[src/sv/bmpw_pkg.sv]
// Shared types, constants and lookup functions for the RGB565 to BMP stream writer.
package bmpw_pkg;

  localparam int MAX_DIMENSION_DEF = 1024;
  localparam int QUEUE_DEPTH_DEF   = 2;

  localparam int CFG_IDX_W = 2;
  localparam logic [CFG_IDX_W-1:0] CFG_IDX_WIDTH  = 2'd0;
  localparam logic [CFG_IDX_W-1:0] CFG_IDX_HEIGHT = 2'd1;

  localparam int DIM_REG_W = 11;
  localparam logic [DIM_REG_W-1:0] WIDTH_RESET  = 11'd280;
  localparam logic [DIM_REG_W-1:0] HEIGHT_RESET = 11'd240;

  localparam logic [31:0] BMP_HDR_BYTES = 32'd54;
  localparam logic [31:0] BMP_INFO_SIZE = 32'd40;
  localparam logic [31:0] BMP_PLANES    = 32'd1;
  localparam logic [31:0] BMP_BPP       = 32'd24;
  localparam logic [7:0]  BMP_MAGIC_0   = 8'h42;
  localparam logic [7:0]  BMP_MAGIC_1   = 8'h4D;

  // byte index within the bytes caused by one item
  localparam int IDX_W = 6;
  localparam logic [IDX_W-1:0] IDX_FIRST = 6'd0;
  localparam logic [IDX_W-1:0] IDX_BLUE  = 6'd54;
  localparam logic [IDX_W-1:0] IDX_GREEN = 6'd55;
  localparam logic [IDX_W-1:0] IDX_RED   = 6'd56;

  typedef struct packed {
    logic [15:0] pixel;
    logic        first;
    logic        eof;
  } px_entry_t;

  typedef struct packed {
    logic [31:0] file_size;
    logic [31:0] width;
    logic [31:0] height;
    logic [31:0] data_size;
  } hdr_info_t;

  typedef logic [7:0] scale5_tab_t [32];
  typedef logic [7:0] scale6_tab_t [64];

  function automatic scale5_tab_t build_scale5();
    scale5_tab_t t;
    for (int i = 0; i < 32; i++) begin
      t[i] = 8'((i * 255) / 31);
    end
    return t;
  endfunction

  function automatic scale6_tab_t build_scale6();
    scale6_tab_t t;
    for (int i = 0; i < 64; i++) begin
      t[i] = 8'((i * 255) / 63);
    end
    return t;
  endfunction

  localparam scale5_tab_t SCALE5_TAB = build_scale5();
  localparam scale6_tab_t SCALE6_TAB = build_scale6();

  function automatic logic [7:0] hdr_byte(input logic [IDX_W-1:0] idx, input hdr_info_t h);
    logic [7:0] b;
    unique case (idx)
      6'd0:    b = BMP_MAGIC_0;
      6'd1:    b = BMP_MAGIC_1;
      6'd2:    b = h.file_size[7:0];
      6'd3:    b = h.file_size[15:8];
      6'd4:    b = h.file_size[23:16];
      6'd5:    b = h.file_size[31:24];
      6'd10:   b = BMP_HDR_BYTES[7:0];
      6'd14:   b = BMP_INFO_SIZE[7:0];
      6'd18:   b = h.width[7:0];
      6'd19:   b = h.width[15:8];
      6'd20:   b = h.width[23:16];
      6'd21:   b = h.width[31:24];
      6'd22:   b = h.height[7:0];
      6'd23:   b = h.height[15:8];
      6'd24:   b = h.height[23:16];
      6'd25:   b = h.height[31:24];
      6'd26:   b = BMP_PLANES[7:0];
      6'd28:   b = BMP_BPP[7:0];
      6'd34:   b = h.data_size[7:0];
      6'd35:   b = h.data_size[15:8];
      6'd36:   b = h.data_size[23:16];
      6'd37:   b = h.data_size[31:24];
      default: b = 8'h00;
    endcase
    return b;
  endfunction

endpackage

[src/sv/rgb565_bmp24_stream_writer.sv]
// Top level: RGB565 pixel stream in, 24-bit BMP file byte stream out.
//
//  port group  dir  handshake            carries
//  in_*        in   in_valid/in_stall    in_pixel_rgb565
//  out_*       out  out_valid/out_stall  out_byte, out_last_of_item, out_end_of_frame
//  cfg_*       in   cfg_valid/cfg_ready  cfg_index, cfg_data
//
// One item yields 3 bytes, 57 with the header; the byte-wide output register emits them
// one at a time, and out_stall holds the current byte in that register.
// An item enters the queue at its accepting edge; the output register then loads its bytes.
// Synchronous active-low reset; image size resets to 280 x 240.
// in_stall is high while the queue is full, during a config write and for one cycle
// after it, and for the first cycle out of reset.
module rgb565_bmp24_stream_writer #(
  parameter int MAX_DIMENSION = bmpw_pkg::MAX_DIMENSION_DEF,
  parameter int QUEUE_DEPTH   = bmpw_pkg::QUEUE_DEPTH_DEF
) (
  input  logic                           clk,
  input  logic                           rst_n,
  input  logic                           in_valid,
  output logic                           in_stall,
  input  logic [15:0]                    in_pixel_rgb565,
  output logic                           out_valid,
  input  logic                           out_stall,
  output logic [7:0]                     out_byte,
  output logic                           out_last_of_item,
  output logic                           out_end_of_frame,
  input  logic                           cfg_valid,
  output logic                           cfg_ready,
  input  logic [bmpw_pkg::CFG_IDX_W-1:0] cfg_index,
  input  logic [bmpw_pkg::DIM_REG_W-1:0] cfg_data
);
  import bmpw_pkg::*;

  localparam int UD_W  = $clog2(MAX_DIMENSION + 1);
  localparam int TOT_W = 2 * UD_W;
  localparam int DS_W  = TOT_W + 2;

  logic [DIM_REG_W-1:0] width_r, width_nxt;
  logic [DIM_REG_W-1:0] height_r, height_nxt;
  logic                 cfg_we;
  logic                 settle_r;
  logic [UD_W-1:0]      used_w, used_h;
  logic [UD_W-1:0]      used_w_r, used_h_r;
  logic [TOT_W-1:0]     total_r;
  logic [DS_W-1:0]      data_size_r;
  logic [31:0]          file_size_r;
  hdr_info_t            hdr;
  logic                 push, pop, queue_full, head_valid;
  px_entry_t            push_data, head_data;

  function automatic logic [UD_W-1:0] used_dim(input logic [DIM_REG_W-1:0] v);
    logic [UD_W-1:0] r;
    if (v == '0) begin
      r = UD_W'(1);
    end else if (32'(v) > 32'(MAX_DIMENSION)) begin
      r = UD_W'(MAX_DIMENSION);
    end else begin
      r = UD_W'(v);
    end
    return r;
  endfunction

  assign cfg_ready = 1'b1;
  assign cfg_we    = cfg_valid & cfg_ready;

  always_comb begin
    width_nxt  = width_r;
    height_nxt = height_r;
    if (cfg_we && cfg_index == CFG_IDX_WIDTH) begin
      width_nxt = cfg_data;
    end
    if (cfg_we && cfg_index == CFG_IDX_HEIGHT) begin
      height_nxt = cfg_data;
    end
  end

  always_ff @(posedge clk) begin
    if (!rst_n) begin
      width_r  <= WIDTH_RESET;
      height_r <= HEIGHT_RESET;
      settle_r <= 1'b1;
    end else begin
      width_r  <= width_nxt;
      height_r <= height_nxt;
      settle_r <= cfg_we;
    end
  end

  assign used_w = used_dim(width_r);
  assign used_h = used_dim(height_r);

  // size pipeline: product, then times three, then header offset
  always_ff @(posedge clk) begin
    used_w_r    <= used_w;
    used_h_r    <= used_h;
    total_r     <= used_w * used_h;
    data_size_r <= {total_r, 1'b0} + DS_W'(total_r);
    file_size_r <= 32'(data_size_r) + BMP_HDR_BYTES;
  end

  assign hdr.file_size = file_size_r;
  assign hdr.width     = 32'(used_w_r);
  assign hdr.height    = 32'(used_h_r);
  assign hdr.data_size = 32'(data_size_r);

  bmpw_front #(
    .TOT_W (TOT_W)
  ) u_front (
    .clk             (clk),
    .rst_n           (rst_n),
    .in_valid        (in_valid),
    .in_pixel_rgb565 (in_pixel_rgb565),
    .in_stall        (in_stall),
    .total           (total_r),
    .cfg_hold        (cfg_we | settle_r),
    .queue_full      (queue_full),
    .push            (push),
    .push_data       (push_data)
  );

  bmpw_queue #(
    .DEPTH (QUEUE_DEPTH)
  ) u_queue (
    .clk        (clk),
    .rst_n      (rst_n),
    .push       (push),
    .push_data  (push_data),
    .pop        (pop),
    .full       (queue_full),
    .head_valid (head_valid),
    .head_data  (head_data)
  );

  bmpw_back u_back (
    .clk              (clk),
    .rst_n            (rst_n),
    .head_valid       (head_valid),
    .head_data        (head_data),
    .hdr              (hdr),
    .pop              (pop),
    .out_valid        (out_valid),
    .out_stall        (out_stall),
    .out_byte         (out_byte),
    .out_last_of_item (out_last_of_item),
    .out_end_of_frame (out_end_of_frame)
  );

endmodule

[src/sv/bmpw_queue.sv]
// Short item queue between the front end and the byte sequencer.
module bmpw_queue #(
  parameter int DEPTH = 2
) (
  input  logic                 clk,
  input  logic                 rst_n,
  input  logic                 push,
  input  bmpw_pkg::px_entry_t  push_data,
  input  logic                 pop,
  output logic                 full,
  output logic                 head_valid,
  output bmpw_pkg::px_entry_t  head_data
);
  import bmpw_pkg::*;

  localparam int PTR_W = (DEPTH > 1) ? $clog2(DEPTH) : 1;
  localparam int CNT_W = $clog2(DEPTH + 1);
  localparam logic [PTR_W-1:0] PTR_LAST = PTR_W'(DEPTH - 1);
  localparam logic [CNT_W-1:0] CNT_FULL = CNT_W'(DEPTH);

  px_entry_t        mem_r [DEPTH];
  logic [PTR_W-1:0] wr_ptr_r, wr_ptr_nxt;
  logic [PTR_W-1:0] rd_ptr_r, rd_ptr_nxt;
  logic [CNT_W-1:0] count_r, count_nxt;

  assign full       = (count_r == CNT_FULL);
  assign head_valid = (count_r != '0);
  assign head_data  = mem_r[rd_ptr_r];

  always_comb begin
    wr_ptr_nxt = wr_ptr_r;
    rd_ptr_nxt = rd_ptr_r;
    count_nxt  = count_r;
    if (push) begin
      wr_ptr_nxt = (wr_ptr_r == PTR_LAST) ? '0 : wr_ptr_r + 1'b1;
    end
    if (pop) begin
      rd_ptr_nxt = (rd_ptr_r == PTR_LAST) ? '0 : rd_ptr_r + 1'b1;
    end
    if (push && !pop) begin
      count_nxt = count_r + 1'b1;
    end else if (pop && !push) begin
      count_nxt = count_r - 1'b1;
    end
  end

  always_ff @(posedge clk) begin
    if (!rst_n) begin
      wr_ptr_r <= '0;
      rd_ptr_r <= '0;
      count_r  <= '0;
    end else begin
      wr_ptr_r <= wr_ptr_nxt;
      rd_ptr_r <= rd_ptr_nxt;
      count_r  <= count_nxt;
    end
  end

  always_ff @(posedge clk) begin
    if (push) begin
      mem_r[wr_ptr_r] <= push_data;
    end
  end

  a_no_overflow: assert property (@(posedge clk) disable iff (!rst_n) !(push && full))
    else $error("queue push while full");
  a_no_underflow: assert property (@(posedge clk) disable iff (!rst_n) pop |-> head_valid)
    else $error("queue pop while empty");
  a_count_range: assert property (@(posedge clk) disable iff (!rst_n) count_r <= CNT_FULL)
    else $error("queue count out of range");

endmodule

[src/sv/bmpw_front.sv]
// Front end: accepts pixel items, tracks frame position, marks first and last pixel.
module bmpw_front #(
  parameter int TOT_W = 22
) (
  input  logic                 clk,
  input  logic                 rst_n,
  input  logic                 in_valid,
  input  logic [15:0]          in_pixel_rgb565,
  output logic                 in_stall,
  input  logic [TOT_W-1:0]     total,
  input  logic                 cfg_hold,
  input  logic                 queue_full,
  output logic                 push,
  output bmpw_pkg::px_entry_t  push_data
);
  import bmpw_pkg::*;

  logic [TOT_W-1:0] pos_r, pos_nxt;
  logic [TOT_W:0]   pos_inc;
  logic             eof;

  assign in_stall = queue_full | cfg_hold;
  assign push     = in_valid & ~in_stall;
  assign pos_inc  = {1'b0, pos_r} + 1'b1;
  assign eof      = (pos_inc >= {1'b0, total});

  assign push_data.pixel = in_pixel_rgb565;
  assign push_data.first = (pos_r == '0);
  assign push_data.eof   = eof;

  always_comb begin
    pos_nxt = pos_r;
    if (push) begin
      pos_nxt = eof ? '0 : pos_inc[TOT_W-1:0];
    end
  end

  always_ff @(posedge clk) begin
    if (!rst_n) begin
      pos_r <= '0;
    end else begin
      pos_r <= pos_nxt;
    end
  end

endmodule

[src/sv/bmpw_back.sv]
// Byte sequencer: emits header bytes and the blue, green, red bytes of each item.
module bmpw_back (
  input  logic                 clk,
  input  logic                 rst_n,
  input  logic                 head_valid,
  input  bmpw_pkg::px_entry_t  head_data,
  input  bmpw_pkg::hdr_info_t  hdr,
  output logic                 pop,
  output logic                 out_valid,
  input  logic                 out_stall,
  output logic [7:0]           out_byte,
  output logic                 out_last_of_item,
  output logic                 out_end_of_frame
);
  import bmpw_pkg::*;

  logic             active_r, active_nxt;
  logic [IDX_W-1:0] idx_r, idx_nxt;
  logic [IDX_W-1:0] cur_idx;
  logic             load;
  logic [7:0]       byte_val;
  logic             valid_r, valid_nxt;
  logic [7:0]       byte_r;
  logic             last_r;
  logic             eof_r;

  assign load    = head_valid & (~valid_r | ~out_stall);
  assign cur_idx = active_r ? idx_r : (head_data.first ? IDX_FIRST : IDX_BLUE);
  assign pop     = load & (cur_idx == IDX_RED);

  always_comb begin
    if (cur_idx == IDX_BLUE) begin
      byte_val = SCALE5_TAB[head_data.pixel[4:0]];
    end else if (cur_idx == IDX_GREEN) begin
      byte_val = SCALE6_TAB[head_data.pixel[10:5]];
    end else if (cur_idx == IDX_RED) begin
      byte_val = SCALE5_TAB[head_data.pixel[15:11]];
    end else begin
      byte_val = hdr_byte(cur_idx, hdr);
    end
  end

  always_comb begin
    active_nxt = active_r;
    idx_nxt    = idx_r;
    valid_nxt  = valid_r & out_stall;
    if (load) begin
      valid_nxt  = 1'b1;
      active_nxt = (cur_idx != IDX_RED);
      idx_nxt    = cur_idx + 1'b1;
    end
  end

  always_ff @(posedge clk) begin
    if (!rst_n) begin
      active_r <= 1'b0;
      idx_r    <= '0;
      valid_r  <= 1'b0;
    end else begin
      active_r <= active_nxt;
      idx_r    <= idx_nxt;
      valid_r  <= valid_nxt;
    end
  end

  always_ff @(posedge clk) begin
    if (load) begin
      byte_r <= byte_val;
      last_r <= (cur_idx == IDX_RED);
      eof_r  <= (cur_idx == IDX_RED) & head_data.eof;
    end
  end

  assign out_valid        = valid_r;
  assign out_byte         = byte_r;
  assign out_last_of_item = last_r;
  assign out_end_of_frame = eof_r;

  a_eof_on_last: assert property (@(posedge clk) disable iff (!rst_n)
      valid_r && eof_r |-> last_r)
    else $error("end of frame on a byte that does not end an item");

endmodule
[config.mk]
export PLATFORM = sky130hd
export DESIGN_NAME = rgb565_bmp24_stream_writer
export DESIGN_NICKNAME = d
export VERILOG_FILES = /design/src/sv/bmpw_pkg.sv /design/src/sv/rgb565_bmp24_stream_writer.sv /design/src/sv/bmpw_queue.sv /design/src/sv/bmpw_front.sv /design/src/sv/bmpw_back.sv
export SDC_FILE = /design/constraint.sdc
export NUM_CORES = 1
export LEC_CHECK = 0
export BUFFER_PORTS_ARGS = -buffer_cell sky130_fd_sc_hd__buf_2
export CAP_MARGIN = 30
export CORE_MARGIN = 5
export CORE_UTILIZATION = 65
export CTS_BUF_LIST = sky130_fd_sc_hd__clkbuf_4
export DETAILED_ROUTE_END_ITERATION = 7
export HOLD_SLACK_MARGIN = 0.05
export PLACE_DENSITY = 0.83
export SETUP_SLACK_MARGIN = 0.2
export SLEW_MARGIN = 0
export SYNTH_ARGS = -nofsm -noshare
export SYNTH_HDL_FRONTEND = slang
export SYNTH_SLANG_ARGS = --single-unit
[constraint.sdc]
create_clock -name clk -period 9.3 [get_ports clk]
set_clock_uncertainty 0.05 [all_clocks]
set_input_delay 0.93 -clock clk [delete_from_list [all_inputs] [get_ports clk]]
set_output_delay 0.93 -clock clk [all_outputs]
set_load 0.05 [all_outputs]
==> metrics.txt, run 1 <==
CTS Buf Count=17; Post-synth ARST share=0%; core area=0.0196 mm^2; nets=1,672; Worst R2R Path Depth=25; cell area power density=184 mW/mm^2; post-synthesis sequential area ratio=33.8%; syn avg cell area=9.20 um^2; H-tree depth reported by CTS=4; Vert. Die Dim=between 150 and 200 um; number of synthesized flops with an enable pin=46; Worst-Skew Late Latency=just under 600 ps; Post-Syn Instances=about 1,400; DRC=2; die width=between 150 and 200 um; Crit path arrival time=between 7000 and 8000 ps; CP top delay family=adder cells; status=finished with violations; hold_sp=data_size_r[0]; share of layout cells above drive strength 1=8.44%; Hold Crit Class=register to register; Placed Area=0.0135 mm^2; fin crit share=80.0%; GRT Util Overall=around 30%; IO Port Bufs=45; RR Endpoint=total_r[21]; Die Area=between 0.02 and 0.025 mm^2; Setup TNS Final=0 ps; commonest non-fill, non-tap cells in the layout=nand2_1 (178), dfxtp_1 (151), inv_1 (140); Slowest-stage cell, CP=fa_1; Final min period=7440 ps; Fin. Hold Viols=0; pin count of the biggest net entering global routing=24; most used cell along the critical path=fa_1; hold path endpoint=file_size_r[0]; via count=10,300; Iter 0 DRT Violations=approximately 900; R2R Path Start=height_r[5]; Mapped Area=0.0130 mm^2; syn nets=1,643; fin util=between 70% and 80%; I/O pins=between 40 and 50; Area growth syn-to-layout=5.85%; CTS Root Cell=clkbuf_4; final setup fails=0; Antenna Nets Post-Route=0; initial cell density of the core=about two thirds; hold_buf cts=0; post-synthesis register bit count=a little under 200; Worst Hold Path Cells=0; Max-slew headroom=34.2%; failing checks=design-rule violations; crit path max fanout=8; worst ir drop on vdd=0.143 mV; clock slew at reported path FFs=180 ps; worst reg-to-reg setup slack=approximately 1900 ps; maxcap violations=0; Total Wirelength=32.6 mm; CP max stage delay=approximately 550 ps; vias per cell=between 5 and 6; Setup CP Type=register to register; clock buffer depth=2; Max Fclk=134 MHz; # clock sinks=197; commonest non-fill, non-tap cell in the layout=nand2_1; Post-synth top flop=dfxtp_1; Worst Path Required=9780 ps; CP Buf/Inv Count=5; Overflow after GRT=0; cell area after layout=0.0138 mm^2; Worst Setup End Kind=register; top cell type's share of synthesized area=23.2%; postcts setup bufs=0; Leak=6.22 nW; first-pass GRT wire length=52.6 mm; Pre-antenna DRT Iters=8; Hold Slack=341 ps; cell row count=51; initial antenna violation count=1; synth warn=0; Placer Congestion=1.01; unrepaired setup endpoints after global routing=false; detailed placement HPWL=26.0 mm; Worst-Margin Slew=986 ps; top cells by area, synth=dfxtp_1 (23%), fa_1 (12%), ha_1 (11%); vias in the first global route=10,200; unique cell type count in the Yosys netlist=between 70 and 80; WL/cell=about 19 um; startpoint types=register; Yosys top cell by area=dfxtp_1; CTS tree=yes; CTS resizes=0; Max Slew Vio Count=0
-- synth_stat cells, types with 18 or more instances --
master and instances:
edfxtp_1 46, inv_1 140, and3_1 21, nor2_1 125, a21oi_1 65, xor2_1 25
ha_1 113, nand3_1 41, nand2_1 178, xnor2_1 52, a21o_1 18, fa_1 81
clkbuf_1 32, o21ai_0 31, nor3_1 19, dfxtp_1 151
-- per-layer routing --
layer	global-route usage, %	routed length, um
met5	0	0
met4	8.40	769
met3	8.15	2980
met2	46.4	14800
met1	41.0	14100
-- worst register-to-register path, stage by stage (launching register included) --
cell      delay [ps]
dfxtp_1          370
or4_1            510
or4_1            410
nor3_1           270
inv_2             40
o21ai_1          190
nand2_1          260
inv_2            180
nand2_1           90
fa_1             460
fa_1             550
inv_1             50
fa_1             480
fa_1             550
inv_1             60
fa_1             540
inv_1             90
ha_1             380
and4_1           240
a211oi_2         260
a21oi_1          120
a211o_1          320
o311a_1          310
o21a_1           210
o2111a_1         260
a211oi_2         140
-- layout make-up --
type	instances	area (um^2)
Fill cell	1563	5820
Antenna cell	1	2.50
Sequential cell	197	4400
Multi-Input combinational cell	1017	7840
Clock buffer	18	135
Clock inverter	14	178
Timing Repair Buffer	54	294
Tap cell	265	332
Inverter	157	589
-- through the flow --
| stage | instances | total power [mW] | setup WS, ps |
|---|---|---|---|
| after floorplan | 1415 | 1.76 | 2570 |
| after global placement | 1687 | 2.01 | 2190 |
| after detailed placement | 1690 | 2.04 | 1980 |
| after CTS | 1722 | 2.51 | 1930 |
| after global routing | 1723 | 2.68 | 1590 |
| final | 1723 | 2.53 | 1860 |
-- state kept, by name, indices dropped and copies added, names as in the netlist, 2 cells and up, named ones only --
signal           flops
used_h_r            11
u_front.pos_r       22
height_r            11
u_back.idx_r         6
total_r             22
u_queue.mem_r       36
u_back.out_byte      8
data_size_r         24
width_r             11
u_queue.count_r      2
used_w_r            11
file_size_r         25
-- how the worst max path moves through the flow --
stage,from,end,depth (start not counted)
after floorplan,width_r[4],total_r[21],25
after global placement,width_r[4],total_r[21],25
after detailed placement,height_r[4],total_r[21],25
after CTS,height_r[4],total_r[21],25
after global routing,height_r[4],total_r[21],25
final,height_r[5],total_r[21],25
-- power breakdown --
| part | leakage (nW) | switching, mW | total [mW] | internal, mW |
|---|---|---|---|---|
| combinational | 4.40 | 0.555 | 0.943 | 0.387 |
| clock | 0.164 | 0.329 | 0.481 | 0.153 |
| sequential | 1.66 | 0.109 | 1.10 | 0.996 |
-- logic make-up (layout without fill, tap and decap cells) --
group | Yosys count | after routing | share of synthesized area, %
DFF | 197 | 197 | 33.8
adders and majority gates | 194 | 194 | 23.3
AOI/OAI and AO/OA | 245 | 245 | 13.0
muxes | 22 | 22 | 1.81
and+or+nand+nor | 478 | 478 | 16.9
xor gates and xnor gates | 77 | 77 | 5.18
buffers and inverters | 201 | 243 | 5.91
other | 1 | 2 | 0.0288
Note: power is estimated with default switching activity, not from simulation.
==> run 2: changes to the inputs <==
--- a/config.mk
+++ b/config.mk
@@ -5,14 +5,15 @@
 export SDC_FILE = /design/constraint.sdc
 export NUM_CORES = 1
 export LEC_CHECK = 0
+export ABC_AREA = 1
 export BUFFER_PORTS_ARGS = -buffer_cell sky130_fd_sc_hd__buf_2
 export CAP_MARGIN = 30
 export CORE_MARGIN = 5
-export CORE_UTILIZATION = 65
+export CORE_UTILIZATION = 59
 export CTS_BUF_LIST = sky130_fd_sc_hd__clkbuf_4
 export DETAILED_ROUTE_END_ITERATION = 7
 export HOLD_SLACK_MARGIN = 0.05
-export PLACE_DENSITY = 0.83
+export PLACE_DENSITY = 0.79
 export SETUP_SLACK_MARGIN = 0.2
 export SLEW_MARGIN = 0
 export SYNTH_ARGS = -nofsm -noshare
==> constraint.sdc (replaced) <==
create_clock -name clk -period 6.8 [get_ports clk]
set_clock_uncertainty 0.05 [all_clocks]
set_input_delay 0.68 -clock clk [delete_from_list [all_inputs] [get_ports clk]]
set_output_delay 0.68 -clock clk [all_outputs]
set_load 0.05 [all_outputs]
==> metrics.txt, run 2 <==
Post-Syn Instances=1,781 (+26%); Total Wirelength=36.2 mm (+11%); Post-synth top flop=dfxtp_1; status=complete, no violations; clock buffer depth=2 (unchanged); total power=3.93 mW (+55%); crit path max fanout=9 (+1); hold_buf cts=0 (unchanged); IO Port Bufs=45 (unchanged); Fin. Hold Viols=0 (unchanged); share of layout cells above drive strength 1=8.16% (-0.29 points); post-synthesis register bit count=197 (unchanged); number of synthesized flops with an enable pin=46 (unchanged); CP Buf/Inv Count=4 (-1); WL/cell=16.8 um (-11%); # clock sinks=197 (unchanged); Slowest-stage cell, CP=fa_1; Worst Path Required=7290 ps (-2490 ps); max reg flops=36 (unchanged); CP max stage delay=550 ps (about the same); CTS Root Cell=clkbuf_4; Worst Setup End Kind=register; Crit path arrival time=6730 ps (-1190 ps); biggest regs=u_queue.mem_r x36, file_size_r x25, data_size_r x24; area share of fa/ha/maj cells after synthesis=21.8% (-1.5 points); Leak=7.25 nW (+16%); clock slew at reported path FFs=200 ps (+20 ps); Setup TNS Final=0 ps (unchanged); most frequent cell after synthesis=nand2_1; first-pass GRT wire length=58.6 mm (+11%); Post-synth ARST share=0% (unchanged); top cell type's share of synthesized area=21.7% (-1.5 points); critical-path cell list=inv_1 > nand4_1 > nor4_2 > nor2_4 > nor2_1 > inv_1 > nor2_1 > fa_1 > fa_1 > fa_1 > fa_1 > inv_1 > fa_1 > inv_1 > ha_1 > nand2_1 > nor2_1 > nand2_1 > o21ai_0 > nand2_1 > nand2_1 > xor2_1; final setup fails=0 (unchanged); Mapped Area=0.0139 mm^2 (+7.0%); nets=2,054 (+23%); Placer Congestion=1.02 (+0.37%); Max Fclk=160 MHz (+19%); unique cell type count in the Yosys netlist=50 (-32%); met2 GRT Util=48.4% (+2.0 points); met1 Resource Use GR=35.2% (-5.8 points); commonest non-fill, non-tap cells in the layout=nand2_1 (370), inv_1 (278), nor2_1 (220); Max-slew headroom=48.9% (+15 points); largest register by flop count=u_queue.mem_r; Die Area=0.0268 mm^2 (+17%); post-synthesis compound-gate area fraction=8.83% (-4.1 points); met3 Usage GRT=4.62% (-3.5 points); core area=0.0233 mm^2 (+19%); placed insts=2,126 (+26%); Max Slew Vio Count=0 (unchanged); largest family of logic cells by synthesized area=simple AND/OR/NAND/NOR gates; Area growth syn-to-layout=6.19%; post-synthesis xor/xnor area fraction=5.16% (-0.024 points); pin count of the biggest net entering global routing=46 (+92%); syn nets=2,009 (+22%); Yosys top cell by area=dfxtp_1; DRC=0 (-2); unrepaired setup endpoints after global routing=false; startpoint types=register; CTS tree=yes; Worst-Margin Slew=763 ps (-223 ps); top cells by area, synth=dfxtp_1 (22%), fa_1 (12%), nand2_1 (10%); fin crit share=91.7% (+12 points); die width=164 um (+8.0%); initial cell density of the core=59.7% (-6.8 points); vias in the first global route=11,600 (+14%); Iter 0 DRT Violations=1,008 (+14%); I/O pins=47 (unchanged); simple-gate area share of the yosys netlist=23.7% (+6.7 points); CTS Buf Count=17 (unchanged); Pre-antenna DRT Iters=7 (-1); Antenna Nets Post-Route=0 (unchanged); cell area power density=266 mW/mm^2 (+45%); GRT Max-Usage Layer=met2; worst ir drop on vdd=0.157 mV (+10%); synth warn=0 (unchanged); Final min period=6240 ps (-1200 ps); via count=11,800 (+15%); Overflow after GRT=0 (unchanged); Vert. Die Dim=164 um (+8.0%); commonest non-fill, non-tap cell in the layout=nand2_1; post-synthesis sequential area ratio=31.6% (-2.2 points); postcts setup bufs=0 (unchanged); H-tree depth reported by CTS=4 (unchanged); non-filler cells in the finished layout=2,159 (+25%); maxcap violations=0 (unchanged); most used cell along the critical path=fa_1; detailed placement HPWL=29.1 mm (+12%); Setup CP Type=register to register; cell row count=56 (+9.8%); initial antenna violation count=2 (+1); Synth top cells by count=nand2_1 (377), inv_1 (278), nor2_1 (220); syn avg cell area=7.82 um^2 (-15%); Hold Crit Class=input pin to register; vias per cell=5.46 (-8.5%); Worst-Skew Late Latency=620 ps (+30 ps); CP top delay family=adder cells; multiplexer area fraction after synthesis=0% (-1.8 points); GRT Util Overall=27.8% (-1.9 points)
run 2: cells by family after synthesis:
| group | count (synthesis) |
|---|---|
| buf+inv | 316 |
| flops | 197 |
| compound gates | 218 |
| other cells | 1 |
| xor+xnor | 82 |
| fa+ha+maj | 194 |
| simple gates | 773 |
run 2: area by class of cell:
type / count / area, um^2
multi-input combinational: 1268 / 8300
fill: 2099 / 8550
clock buffer: 18 / 135
antenna: 1 / 2.50
inverter: 291 / 1100
timing repair buffer: 51 / 270
tap: 319 / 399
sequential: 197 / 4410
clock inverter: 14 / 169
run 2: metal layers:
metal / share of wire [%] / wire [um]
met1: 42 / 15300
met2: 49 / 17800
met3: 5.5 / 2000
met4: 3.1 / 1130
met5: 0.033 / 12
run 2: what timing repair did:
item | in CTS | in global routing
setup endpoints to repair | 0 | 4
gates resized for setup | 0 | 11
endpoints found under the hold margin | 0 | 0
run 2: worst reg2reg max path: cells and delay by family (launching register included):
kind / cells / cell delay, ps
flip-flops: 1 / 350
AND/OR/NAND/NOR: 10 / 1910
adder cells (fa/ha/maj): 6 / 2890
buffers and inverters: 4 / 490
AO/OA/AOI/OAI: 1 / 340
XOR/XNOR: 1 / 140
run 2: report_power, final:
group          switching, mW  internal, mW
Combinational           1.08         0.626
Sequential             0.156          1.39
Clock                  0.468         0.210
run 2: path summary, 6_finish.rpt:
check	start	endpoint	slack, ps	cells past startpoint
worst max-delay path	height_r[3]	total_r[19]	560	22
worst min register to register	data_size_r[0]	file_size_r[0]	320	0
worst max register to register	height_r[3]	total_r[19]	560	22
worst min-delay path	in_pixel_rgb565[4]	u_queue.mem_r[1][6]	190	1
run 2: per-stage QoR:
stage | area [um^2] | worst slack (ps) | hold slack, ps | utilization (%)
after global placement | 14400 | 658 | 332 | 61.9
after detailed placement | 14400 | 664 | 333 | 61.9
after global routing | 14800 | 227 | 135 | 63.4
after floorplan | 13900 | 1340 | 281 | -
final | 14800 | 565 | 195 | 63.4
after CTS | 14800 | 578 | 159 | 63.2
